$ cat src/hw/rtl/bed_pkg.sv
package bed_pkg;

   // Border geometry and coordinate space.
   localparam int MAX_BORDER = 64;
   localparam int MAP_SIZE   = 1024;
   localparam int POS_W      = 7;
   localparam int COORD_W    = 10;
   localparam int THR_W      = 7;

   // Configuration port.
   localparam int CSR_W     = 10;
   localparam int CSR_IDX_W = 3;

   // Job queue between the front and the back.
   localparam int JOB_DEPTH = 4;
   localparam int JOB_PTR_W = $clog2(JOB_DEPTH);
   localparam int JOB_CNT_W = $clog2(JOB_DEPTH + 1);

   // Step of minus one in the wrapped coordinate space.
   localparam logic [COORD_W-1:0] BACK_STEP = COORD_W'(MAP_SIZE - 1);

   // Last position along a border.
   localparam logic [POS_W-1:0] LAST_POS = POS_W'(MAX_BORDER - 1);

   typedef enum logic [CSR_IDX_W-1:0] {
      CSR_THRESHOLD = 3'd0,
      CSR_ORIENT    = 3'd1,
      CSR_START_X   = 3'd2,
      CSR_START_Y   = 3'd3,
      CSR_MAP_EDGE  = 3'd4
   } csr_index_type;

   typedef enum logic {
      ORIENT_EAST  = 1'b0,
      ORIENT_SOUTH = 1'b1
   } orient_type;

   typedef struct packed {
      logic [THR_W-1:0]   threshold;
      orient_type         orientation;
      logic [COORD_W-1:0] start_x;
      logic [COORD_W-1:0] start_y;
      logic               at_map_edge;
   } cfg_type;

   // One closed run: where its transitions lie and whether there are two.
   typedef struct packed {
      logic             two;
      logic [POS_W-1:0] pos0;
      logic [POS_W-1:0] pos1;
   } job_type;

   typedef struct packed {
      logic full;
      logic empty;
   } queue_status_type;

endpackage

$ cat src/hw/rtl/bed_front.sv
module bed_front (
   input  logic             clock,
   input  logic             reset,
   input  logic             accept,
   input  logic             inside_open,
   input  logic             outside_open,
   input  logic             last_cell,
   input  bed_pkg::cfg_type cfg,
   output logic             job_push,
   output bed_pkg::job_type job
);
   import bed_pkg::*;

   logic [POS_W-1:0] pos_ff, pos_in;
   logic [POS_W-1:0] begin_ff, begin_in;
   logic [POS_W-1:0] len_ff, len_in;

   logic             both_open;
   logic             is_last;
   logic             closes;
   logic [POS_W-1:0] len_new;
   logic [POS_W-1:0] begin_new;

   // Classify the word: does it extend the open run, and does the run close here.
   always_comb begin
      both_open = inside_open && outside_open;
      is_last   = last_cell || (pos_ff >= LAST_POS);
      len_new   = both_open ? POS_W'(len_ff + 1'b1) : len_ff;
      begin_new = (both_open && (len_ff == '0)) ? pos_ff : begin_ff;
      closes    = (!both_open || is_last) && (len_new != '0);
   end

   // Place the transitions of a closing run.
   always_comb begin
      job.two  = (len_new >= cfg.threshold);
      job.pos1 = POS_W'(begin_new + len_new - 1'b1);
      if (job.two) begin
         job.pos0 = begin_new;
      end else begin
         job.pos0 = POS_W'(begin_new + (len_new >> 1));
      end
      job_push = accept && closes && !cfg.at_map_edge;
   end

   // Scan state update.
   always_comb begin
      pos_in   = pos_ff;
      begin_in = begin_ff;
      len_in   = len_ff;
      if (accept) begin
         if (is_last) begin
            pos_in   = '0;
            begin_in = '0;
            len_in   = '0;
         end else begin
            pos_in = POS_W'(pos_ff + 1'b1);
            if (closes) begin
               begin_in = '0;
               len_in   = '0;
            end else begin
               begin_in = begin_new;
               len_in   = len_new;
            end
         end
      end
   end

   always_ff @(posedge clock) begin
      if (reset) begin
         pos_ff   <= '0;
         begin_ff <= '0;
         len_ff   <= '0;
      end else begin
         pos_ff   <= pos_in;
         begin_ff <= begin_in;
         len_ff   <= len_in;
      end
   end

endmodule

$ cat src/hw/rtl/bed_job_queue.sv
module bed_job_queue (
   input  logic                      clock,
   input  logic                      reset,
   input  logic                      push_job,
   input  bed_pkg::job_type          push_data,
   input  logic                      pop_job,
   output bed_pkg::job_type          head,
   output bed_pkg::queue_status_type status
);
   import bed_pkg::*;

   job_type              entry_ff [JOB_DEPTH];
   logic [JOB_PTR_W-1:0] wr_ptr_ff, wr_ptr_in;
   logic [JOB_PTR_W-1:0] rd_ptr_ff, rd_ptr_in;
   logic [JOB_CNT_W-1:0] count_ff, count_in;
   logic                 do_push;
   logic                 do_pop;

   // Pointer and fill count bookkeeping.
   always_comb begin
      status.full  = (count_ff == JOB_CNT_W'(JOB_DEPTH));
      status.empty = (count_ff == '0);
      do_push      = push_job && !status.full;
      do_pop       = pop_job && !status.empty;
      wr_ptr_in    = do_push ? JOB_PTR_W'(wr_ptr_ff + 1'b1) : wr_ptr_ff;
      rd_ptr_in    = do_pop ? JOB_PTR_W'(rd_ptr_ff + 1'b1) : rd_ptr_ff;
      count_in     = count_ff;
      if (do_push && !do_pop) begin
         count_in = JOB_CNT_W'(count_ff + 1'b1);
      end else if (do_pop && !do_push) begin
         count_in = JOB_CNT_W'(count_ff - 1'b1);
      end
      head = entry_ff[rd_ptr_ff];
   end

   always_ff @(posedge clock) begin
      if (reset) begin
         wr_ptr_ff <= '0;
         rd_ptr_ff <= '0;
         count_ff  <= '0;
      end else begin
         wr_ptr_ff <= wr_ptr_in;
         rd_ptr_ff <= rd_ptr_in;
         count_ff  <= count_in;
      end
   end

   // Job storage.
   always_ff @(posedge clock) begin
      if (do_push) begin
         entry_ff[wr_ptr_ff] <= push_data;
      end
   end

   // The front never offers a job into a full queue.
   a_no_push_when_full: assert property (@(posedge clock) disable iff (reset)
      status.full |-> !push_job)
      else $error("job pushed into a full queue");

   // Pointers stay consistent with the fill count.
   a_ptr_count: assert property (@(posedge clock) disable iff (reset)
      (count_ff == '0 || count_ff == JOB_CNT_W'(JOB_DEPTH)) |-> (wr_ptr_ff == rd_ptr_ff))
      else $error("queue pointers disagree with fill count");

endmodule

$ cat src/hw/rtl/bed_back.sv
module bed_back (
   input  logic                           clock,
   input  logic                           reset,
   input  bed_pkg::cfg_type               cfg,
   input  bed_pkg::job_type               job,
   input  bed_pkg::queue_status_type      status,
   output logic                           pop_job,
   input  logic                           pop,
   output logic                           empty,
   output logic [bed_pkg::COORD_W-1:0]    outside_x,
   output logic [bed_pkg::COORD_W-1:0]    outside_y,
   output logic [bed_pkg::COORD_W-1:0]    inside_x,
   output logic [bed_pkg::COORD_W-1:0]    inside_y,
   output logic                           last_result
);
   import bed_pkg::*;

   logic               valid_ff, valid_in;
   logic               half_ff, half_in;
   logic [COORD_W-1:0] out_x_ff, out_x_in;
   logic [COORD_W-1:0] out_y_ff, out_y_in;
   logic [COORD_W-1:0] in_x_ff, in_x_in;
   logic [COORD_W-1:0] in_y_ff, in_y_in;
   logic               last_ff, last_in;

   logic               load;
   logic               issue;
   logic [POS_W-1:0]   sel_pos;
   logic [COORD_W-1:0] along;

   // Issue one word from the head job whenever the output register frees up and a job waits.
   always_comb begin
      load     = !valid_ff || pop;
      issue    = load && !status.empty;
      sel_pos  = half_ff ? job.pos1 : job.pos0;
      last_in  = !job.two || half_ff;
      pop_job  = issue && last_in;
      half_in  = issue ? (job.two && !half_ff) : half_ff;
      valid_in = issue ? 1'b1 : (pop ? 1'b0 : valid_ff);
   end

   // Coordinates of both endpoints, wrapped to the map.
   always_comb begin
      if (cfg.orientation == ORIENT_EAST) begin
         along    = COORD_W'(cfg.start_y + COORD_W'(sel_pos));
         out_x_in = cfg.start_x;
         out_y_in = along;
         in_x_in  = COORD_W'(cfg.start_x + BACK_STEP);
         in_y_in  = along;
      end else begin
         along    = COORD_W'(cfg.start_x + COORD_W'(sel_pos));
         out_x_in = along;
         out_y_in = cfg.start_y;
         in_x_in  = along;
         in_y_in  = COORD_W'(cfg.start_y + BACK_STEP);
      end
   end

   always_ff @(posedge clock) begin
      if (reset) begin
         valid_ff <= 1'b0;
         half_ff  <= 1'b0;
      end else begin
         valid_ff <= valid_in;
         half_ff  <= half_in;
      end
   end

   always_ff @(posedge clock) begin
      if (issue) begin
         out_x_ff <= out_x_in;
         out_y_ff <= out_y_in;
         in_x_ff  <= in_x_in;
         in_y_ff  <= in_y_in;
         last_ff  <= last_in;
      end
   end

   assign empty       = !valid_ff;
   assign outside_x   = out_x_ff;
   assign outside_y   = out_y_ff;
   assign inside_x    = in_x_ff;
   assign inside_y    = in_y_ff;
   assign last_result = last_ff;

   // A job whose first word went out stays at the head of the queue.
   a_half_keeps_job: assert property (@(posedge clock) disable iff (reset)
      half_ff |-> !status.empty)
      else $error("second word pending without its job");

   // While the second word is pending, the first one is in the output register.
   a_half_has_word: assert property (@(posedge clock) disable iff (reset)
      half_ff |-> valid_ff)
      else $error("second word pending with an empty output register");

endmodule

$ cat src/hw/rtl/border_entrance_detector.sv
// Channel   Handshake            Payload
// request   push / full          req_inside_open, req_outside_open, req_last_cell
// response  pop / empty          rsp_outside_x/y, rsp_inside_x/y, rsp_last_result
// config    csr_we               csr_index, csr_wdata
//
// One cell word is accepted each cycle while full is low; a closing run becomes
// a job in a four-entry queue unless the map edge is set; the back turns a job
// into one or two words. A first word goes through the queue entry and then the
// output register to the response ports; a second word follows through the same
// output register. Full rises once four jobs wait, under a stalled pop or when
// two-word runs outpace the output register. Reset is synchronous and active high.
module border_entrance_detector (
   input  logic                               clock,
   input  logic                               reset,
   input  logic                               push,
   output logic                               full,
   input  logic                               req_inside_open,
   input  logic                               req_outside_open,
   input  logic                               req_last_cell,
   output logic                               empty,
   input  logic                               pop,
   output logic [bed_pkg::COORD_W-1:0]        rsp_outside_x,
   output logic [bed_pkg::COORD_W-1:0]        rsp_outside_y,
   output logic [bed_pkg::COORD_W-1:0]        rsp_inside_x,
   output logic [bed_pkg::COORD_W-1:0]        rsp_inside_y,
   output logic                               rsp_last_result,
   input  logic                               csr_we,
   input  logic [bed_pkg::CSR_IDX_W-1:0]      csr_index,
   input  logic [bed_pkg::CSR_W-1:0]          csr_wdata
);
   import bed_pkg::*;

   cfg_type          cfg_ff, cfg_in;
   logic             accept;
   logic             job_push;
   logic             pop_job;
   job_type          new_job;
   job_type          head_job;
   queue_status_type status;

   // Configuration register writes.
   always_comb begin
      cfg_in = cfg_ff;
      if (csr_we) begin
         case (csr_index_type'(csr_index))
            CSR_THRESHOLD: cfg_in.threshold   = csr_wdata[THR_W-1:0];
            CSR_ORIENT:    cfg_in.orientation = orient_type'(csr_wdata[0]);
            CSR_START_X:   cfg_in.start_x     = csr_wdata[COORD_W-1:0];
            CSR_START_Y:   cfg_in.start_y     = csr_wdata[COORD_W-1:0];
            CSR_MAP_EDGE:  cfg_in.at_map_edge = csr_wdata[0];
            default:       cfg_in = cfg_ff;
         endcase
      end
   end

   always_ff @(posedge clock) begin
      if (reset) begin
         cfg_ff.threshold   <= THR_W'(6);
         cfg_ff.orientation <= ORIENT_EAST;
         cfg_ff.start_x     <= '0;
         cfg_ff.start_y     <= '0;
         cfg_ff.at_map_edge <= 1'b0;
      end else begin
         cfg_ff <= cfg_in;
      end
   end

   // A word is taken whenever the job queue has room.
   assign full   = status.full;
   assign accept = push && !status.full;

   bed_front u_front (
      .clock        (clock),
      .reset        (reset),
      .accept       (accept),
      .inside_open  (req_inside_open),
      .outside_open (req_outside_open),
      .last_cell    (req_last_cell),
      .cfg          (cfg_ff),
      .job_push     (job_push),
      .job          (new_job)
   );

   bed_job_queue u_queue (
      .clock     (clock),
      .reset     (reset),
      .push_job  (job_push),
      .push_data (new_job),
      .pop_job   (pop_job),
      .head      (head_job),
      .status    (status)
   );

   bed_back u_back (
      .clock       (clock),
      .reset       (reset),
      .cfg         (cfg_ff),
      .job         (head_job),
      .status      (status),
      .pop_job     (pop_job),
      .pop         (pop),
      .empty       (empty),
      .outside_x   (rsp_outside_x),
      .outside_y   (rsp_outside_y),
      .inside_x    (rsp_inside_x),
      .inside_y    (rsp_inside_y),
      .last_result (rsp_last_result)
   );

endmodule

$ cat config.mk
export PLATFORM = sky130hd
export DESIGN_NAME = border_entrance_detector
export DESIGN_NICKNAME = d
export VERILOG_FILES = /design/src/hw/rtl/bed_pkg.sv /design/src/hw/rtl/bed_front.sv /design/src/hw/rtl/bed_job_queue.sv /design/src/hw/rtl/bed_back.sv /design/src/hw/rtl/border_entrance_detector.sv
export SDC_FILE = /design/constraint.sdc
export NUM_CORES = 1
export LEC_CHECK = 0
export BUFFER_PORTS_ARGS = -buffer_cell sky130_fd_sc_hd__buf_2
export CAP_MARGIN = 20
export CORE_MARGIN = 2
export CORE_UTILIZATION = 60
export CTS_CLUSTER_DIAMETER = 150
export DETAILED_ROUTE_END_ITERATION = 8
export PLACE_DENSITY = 0.8
export SYNTH_ARGS = -nofsm -noshare
export SYNTH_HDL_FRONTEND = slang
export SYNTH_SLANG_ARGS = --single-unit
$ cat constraint.sdc
create_clock -name clock -period 7.8 [get_ports clock]
set_input_delay 1.17 -clock clock [delete_from_list [all_inputs] [get_ports clock]]
set_output_delay 1.17 -clock clock [all_outputs]
set_load 0.01 [all_outputs]
# Yosys cells after proc, flatten, opt, wreduce, memory -nomap -nowiden
# Memories as Yosys holds them, arrays and structs flattened. A register that Yosys moved wholly into a read port is not among the register bits.
# Cells that the tools add are included.
# word_totals
ramBits	60
mem_bits_ro	0
inputBits	21
latch_bits	0
regBits	100
elab_cells	97
n_memories	1
output_inout_bits	43
# classes
muxes	21
eq_ne	5
order_cmp	2
mul	0
n_div	0
bitwise_logic	0
n_shift	0
add_sub_neg	13
n_reduce_logical	37
# memory_table
name	depth	word_bits	read_ports	rd_ports_with_merged_regs	wr	line_no	rtl
u_queue.entry_ff	4	15	1	1	1	bed_job_queue.sv:12	job_type entry_ff [JOB_DEPTH];
# ops
cell	count
7-bit two-way mux	9
10-bit two-way mux	4
10-bit adder, second input constant	2
10-bit by 7-bit adder with 10-bit output	2
7-bit by 1-bit adder with 7-bit output, second input constant	2
1-bit logical AND	13
2-bit AND reduction	5
1-bit zero test	9
7-bit by 6-bit adder with 7-bit output	1
7-bit adder	1
7-bit by 6-bit greater-or-equal comparator with 1-bit output, second input constant	1
7-bit greater-or-equal comparator	1
7-bit zero test	1
7-bit nonzero test	1
7-bit by 1-bit subtractor with 7-bit output, second input constant	1
3-bit by 2-bit equality test with 1-bit output, second input constant	2
3-bit equality test, second input constant	2
3-bit zero test	2
3-bit two-way mux	2
2-bit by 1-bit adder with 2-bit output, second input constant	2
1-bit logical OR	4
1-bit two-way mux	4
2-bit two-way mux	2
2-bit nonzero test	2
other kinds (3)	3

# Depth between registers and ports, before layout
# depth
depth_word	11
ltp_mapped	14
ltp_nobuf	14

# Cells and area by module
# Synthesis repeated with hierarchy kept, for this count alone.
# hier_totals
cells_unflattened	734
area_unflattened_um2	8578.2
# modules_own_cells
mod	area_each_um2	seq_area_each_um2	n_inst	cells_per_inst
bed_job_queue	2646.3	1981.9	1	126
bed_back	2635.0	1271.2	1	243
bed_front	2059.5	420.4	1	250
border_entrance_detector	1237.4	580.6	1	115

# Worst setup path before layout
# No wires, ideal clock.
# synth_timing
path_kind	input to register
from	in pop
to	reg u_queue.count_ff[2]
n_path_buf	0
setup_ns	0.070
stages	10
setup_slack_ns	1.867
arrival_time_ns	5.862
required_time_ns	7.730
cell_sequence	nand2b_1 a21boi_0 and2_1 inv_1 ha_1 inv_1 fa_1 xor2_1 or3_1 a21oi_1
# synth_via
elab_chain_len	7
elab_cells_between_ends	9
cone_classes	mux: 1; reduce/logical: 8
# synth_lines
element	line_no	rtl
start, declared	border_entrance_detector.sv:21	input logic pop,
1-bit logical OR *	bed_back.sv:33	load = !valid_ff || pop;
1-bit logical AND *	bed_back.sv:34	issue = load && !status.empty;
named net u_back.issue	bed_back.sv:27	logic issue;
1-bit logical AND *	bed_back.sv:37	pop_job = issue && last_in;
1-bit logical AND *	bed_job_queue.sv:24	do_pop = pop_job && !status.empty;
1-bit zero test	bed_job_queue.sv:28	if (do_push && !do_pop) begin
1-bit logical AND	bed_job_queue.sv:28	
3-bit two-way mux or 2-bit nonzero test (tied branches)	--	
end signal, assigned	bed_job_queue.sv:44	count_ff <= count_in;
end, declared	bed_job_queue.sv:15	logic [JOB_CNT_W-1:0] count_ff, count_in;
# The timed path passes the listed nets; every way through them passes the cells marked *.
# A chain may end at the register's enable or synchronous reset.

==> impl_metrics.json <==
{
  "setup_slack_ns": 4.10,
  "vias": 6084,
  "rows": 43,
  "routed_wl_um": 18000,
  "criticalPathCategory": "input port to flip-flop",
  "antenna_cells": 0,
  "synth_mux_area_share_pct": 7.93,
  "synth_area_per_cell_um2": 10.7,
  "cts_made_buffers": 17,
  "cpMaxStageDelayCell": "mux2i_1",
  "cpPeakStageDelay_ns": 0.42,
  "p_switching_uw": 826,
  "power_leakage_uw": 0.00384,
  "status": "completed",
  "ios": 64,
  "die_width_um": 123,
  "fin_worst_skew_ns": 0.00775,
  "p_comb_share_pct": 27.9,
  "synth_top_family_by_area": "simple AND/OR/NAND/NOR gates",
  "yosysUniqueCellTypes": 61,
  "drv_slew": 0,
  "syn_nets": 864,
  "synth-compound-area-share_pct": 10.6,
  "core_um2": 13800,
  "p_sw_share_pct": 30.2,
  "synth_cells": 790,
  "grt_max_degree": 47,
  "ys.flop_type": "edfxtp_1",
  "grtUsageTotal_pct": 25.2,
  "areaGrowthSynthToFinish_pct": 12.3,
  "synth_fa_ha_area_share_pct": 8.28,
  "fillers": 988,
  "antenna_left": 0,
  "antenna_found_initial": 0,
  "drcViolationCount": 0,
  "p_int_uw": 1910,
  "synthArstFlopShare_pct": 0,
  "globalplace.congestion": 0.932,
  "synth-edff-count": 101,
  "die_area_um2": 15100,
  "p_clk_share_pct": 29.2,
  "ctsResizeCount": 0,
  "worstPathArrival_ns": 3.91,
  "initial_core_util_pct": 61.2,
  "cts_root_buffer": "clkbuf_16",
  "setup-tns-final_ns": 0,
  "powerDensity_nw_per_um2": 288,
  "cts_buffer_depth": 2,
  "die_h_um": 123,
  "crit_family": "compound AO/OA/AOI/OAI gates",
  "setup_viol_count_final": 0,
  "max_slew_margin_pct": 42.5,
  "yosysTopAreaCell": "edfxtp_1",
  "netlist_top_cells_count": "nand2_1 (104), edfxtp_1 (101), a21oi_1 (61), dfxtp_1 (61), inv_1 (60)",
  "wl_per_cell_um": 17.3,
  "drive_gt1_share_pct": 15.7,
  "timing.fmax_mhz": 270,
  "clkSlewWorstSetupHoldPaths_ns": 0.06,
  "synthTopCellsByArea": "edfxtp_1 (36%), dfxtp_1 (14%), ha_1 (7.1%), nand2_1 (4.6%), mux4_2 (4.0%)",
  "seqPwrFrac_pct": 42.9,
  "hold_violations": 0,
  "fin_crit_ns": 3.70,
  "firstDrtPassIters": 6,
  "ys.warnings.count": 0,
  "first_iter_violations": 581,
  "min_period_over_period_pct": 47.5,
  "cts_hold_buf": 0,
  "grt_pass1_vias": 5868,
  "synthSimpleGateAreaFrac_pct": 14.0,
  "netlist_area_um2": 8460,
  "worst_slew_pin_slew_ns": 0.863,
  "ys_ff_latch": 162,
  "grt_pass1_wl_um": 29000,
  "rsz0062_at_grt": "no",
  "path_cells": "buf_2, and2_1, nand4_2, mux2i_1, inv_1, ha_1, inv_1, fa_1, nor2b_1, o21ai_0, a21boi_0, o21ai_0, a21oi_1, xnor2_1",
  "worstPathMaxFanout": 7,
  "worst_ep_required_time_ns": 8.01,
  "via_per_inst": 5.85,
  "grt_remaining_overflow": 0,
  "hold_path_class": "flip-flop to flip-flop",
  "nets": 921,
  "clk_latency_ns": 0.42,
  "vdd_drop_max_mv": 0.228,
  "synth_xor_xnor_area_share_pct": 4.66,
  "drv_cap": 0,
  "cts_setup_buffers": 0,
  "cts_sinks": 162,
  "path_buf_inv": 3,
  "htreeDepth": 4,
  "place_ws_ns": 3.68,
  "seq_area_frac_synth_pct": 50.3,
  "cp-end-kind": "flip-flop",
  "cts_tree": "yes",
  "portBuffers": 63,
  "netlist.area_leader.share_pct": 35.8,
  "place_hpwl_um": 13000,
  "synth.most_common_cell": "nand2_1",
  "startpoint_type": "input port"
}
-- state kept, by name, indices dropped and copies added, names as in the netlist, 10 cells and up, named ones only --
signal	count
u_back.outside_y	10
u_back.inside_y	10
u_queue.entry_ff	60
u_back.inside_x	10
cfg_ff	29
u_back.outside_x	10
-- layout make-up --
type                       count  area, um^2  share of cell area, %
clock inverter                10         110                   1.16
sequential                   162        4250                   44.8
multi-input combinational    537        3850                   40.6
clock buffer                  22         454                   4.78
timing repair buffer          68         373                   3.92
tap                          180         225                   2.37
inverter                      61         229                   2.41
-- worst min-delay path, cell delays in order (launching register included) --
cell and delay, ns:
dfxtp_1 0.32, nand2_1 0.04, o21ai_0 0.06
-- routing by layer --
metal	wire length, um	up-vias	share of wire, %	GRT usage, %
met3	1180	32	6.6	4.23
met4	408	0	2.3	9.99
li1	-	2916	-	-
met5	0	-	0	0
met2	8820	228	49	42.0
met1	7590	2908	42	33.0
-- kinds of logic after synthesis --
family	Yosys count
fa+ha+maj	53
mux	47
xor+xnor	45
compound gates	146
simple gates	246
buf+inv	91
flops	162
-- power groups by stage --
stage	combinational [uW]	clock, uW	sequential [uW]
after floorplan	458	0	1250
after global placement	702	0	1200
after detailed placement	726	0	1210
after CTS	730	807	1200
after global routing	845	844	1190
final	765	799	1170
-- path summary, 6_finish.rpt --
kind                  startpoint                       to  slack (ns)  depth (start not counted)
max              req_inside_open  u_queue.entry_ff[1][13]        4.10                         14
min          u_front.begin_ff[4]      u_front.begin_ff[4]        0.46                          2
max reg2reg            flip-flop      u_back.outside_y[8]        4.16                         10
min reg2reg  u_front.begin_ff[4]      u_front.begin_ff[4]        0.46                          2
-- cells in the final DEF (no fill, tap or decap), drive strengths merged, types with 3 or more instances in the layout --
master   Yosys  routed
nor2        49      49
dfxtp       61      61
clkbuf      21      22
a21oi       61      61
xnor2       27      27
a21boi       6       6
a2111oi      3       3
nor4         6       6
or4          3       3
inv         61      61
and2        11      11
a211o        4       4
mux2        10      10
o21ai       32      32
nor2b        8       8
a21o        14      14
nor3b        9       9
nand2b       8       8
nand3       13      13
and3         3       3
mux2i       22      22
edfxtp     101     101
buf          9      68
nand4        5       5
xor2        18      18
nor3         9       9
mux4        15      15
o21bai       6       6
or3          7       7
a31oi        4       4
o21a         6       6
or2          4       4
clkinv       0       7
ha          48      48
nand2      104     104
fa           5       5
-- stage by stage --
| step | utilization (%) | std cells | cell area [um^2] | hold WS (ns) | total power, uW |
|---|---|---|---|---|---|
| detailed placement | 64.4 | 1007 | 8910 | 0.444 | 1940 |
| floorplan | - | 790 | 8460 | 0.425 | 1710 |
| global route | 68.7 | 1040 | 9500 | 0.480 | 2880 |
| global placement | 64.4 | 1007 | 8910 | 0.436 | 1910 |
| CTS | 68.5 | 1039 | 9470 | 0.457 | 2730 |
| finish | 68.7 | 1040 | 9500 | 0.457 | 2740 |
(Power assumes the default switching activity.)
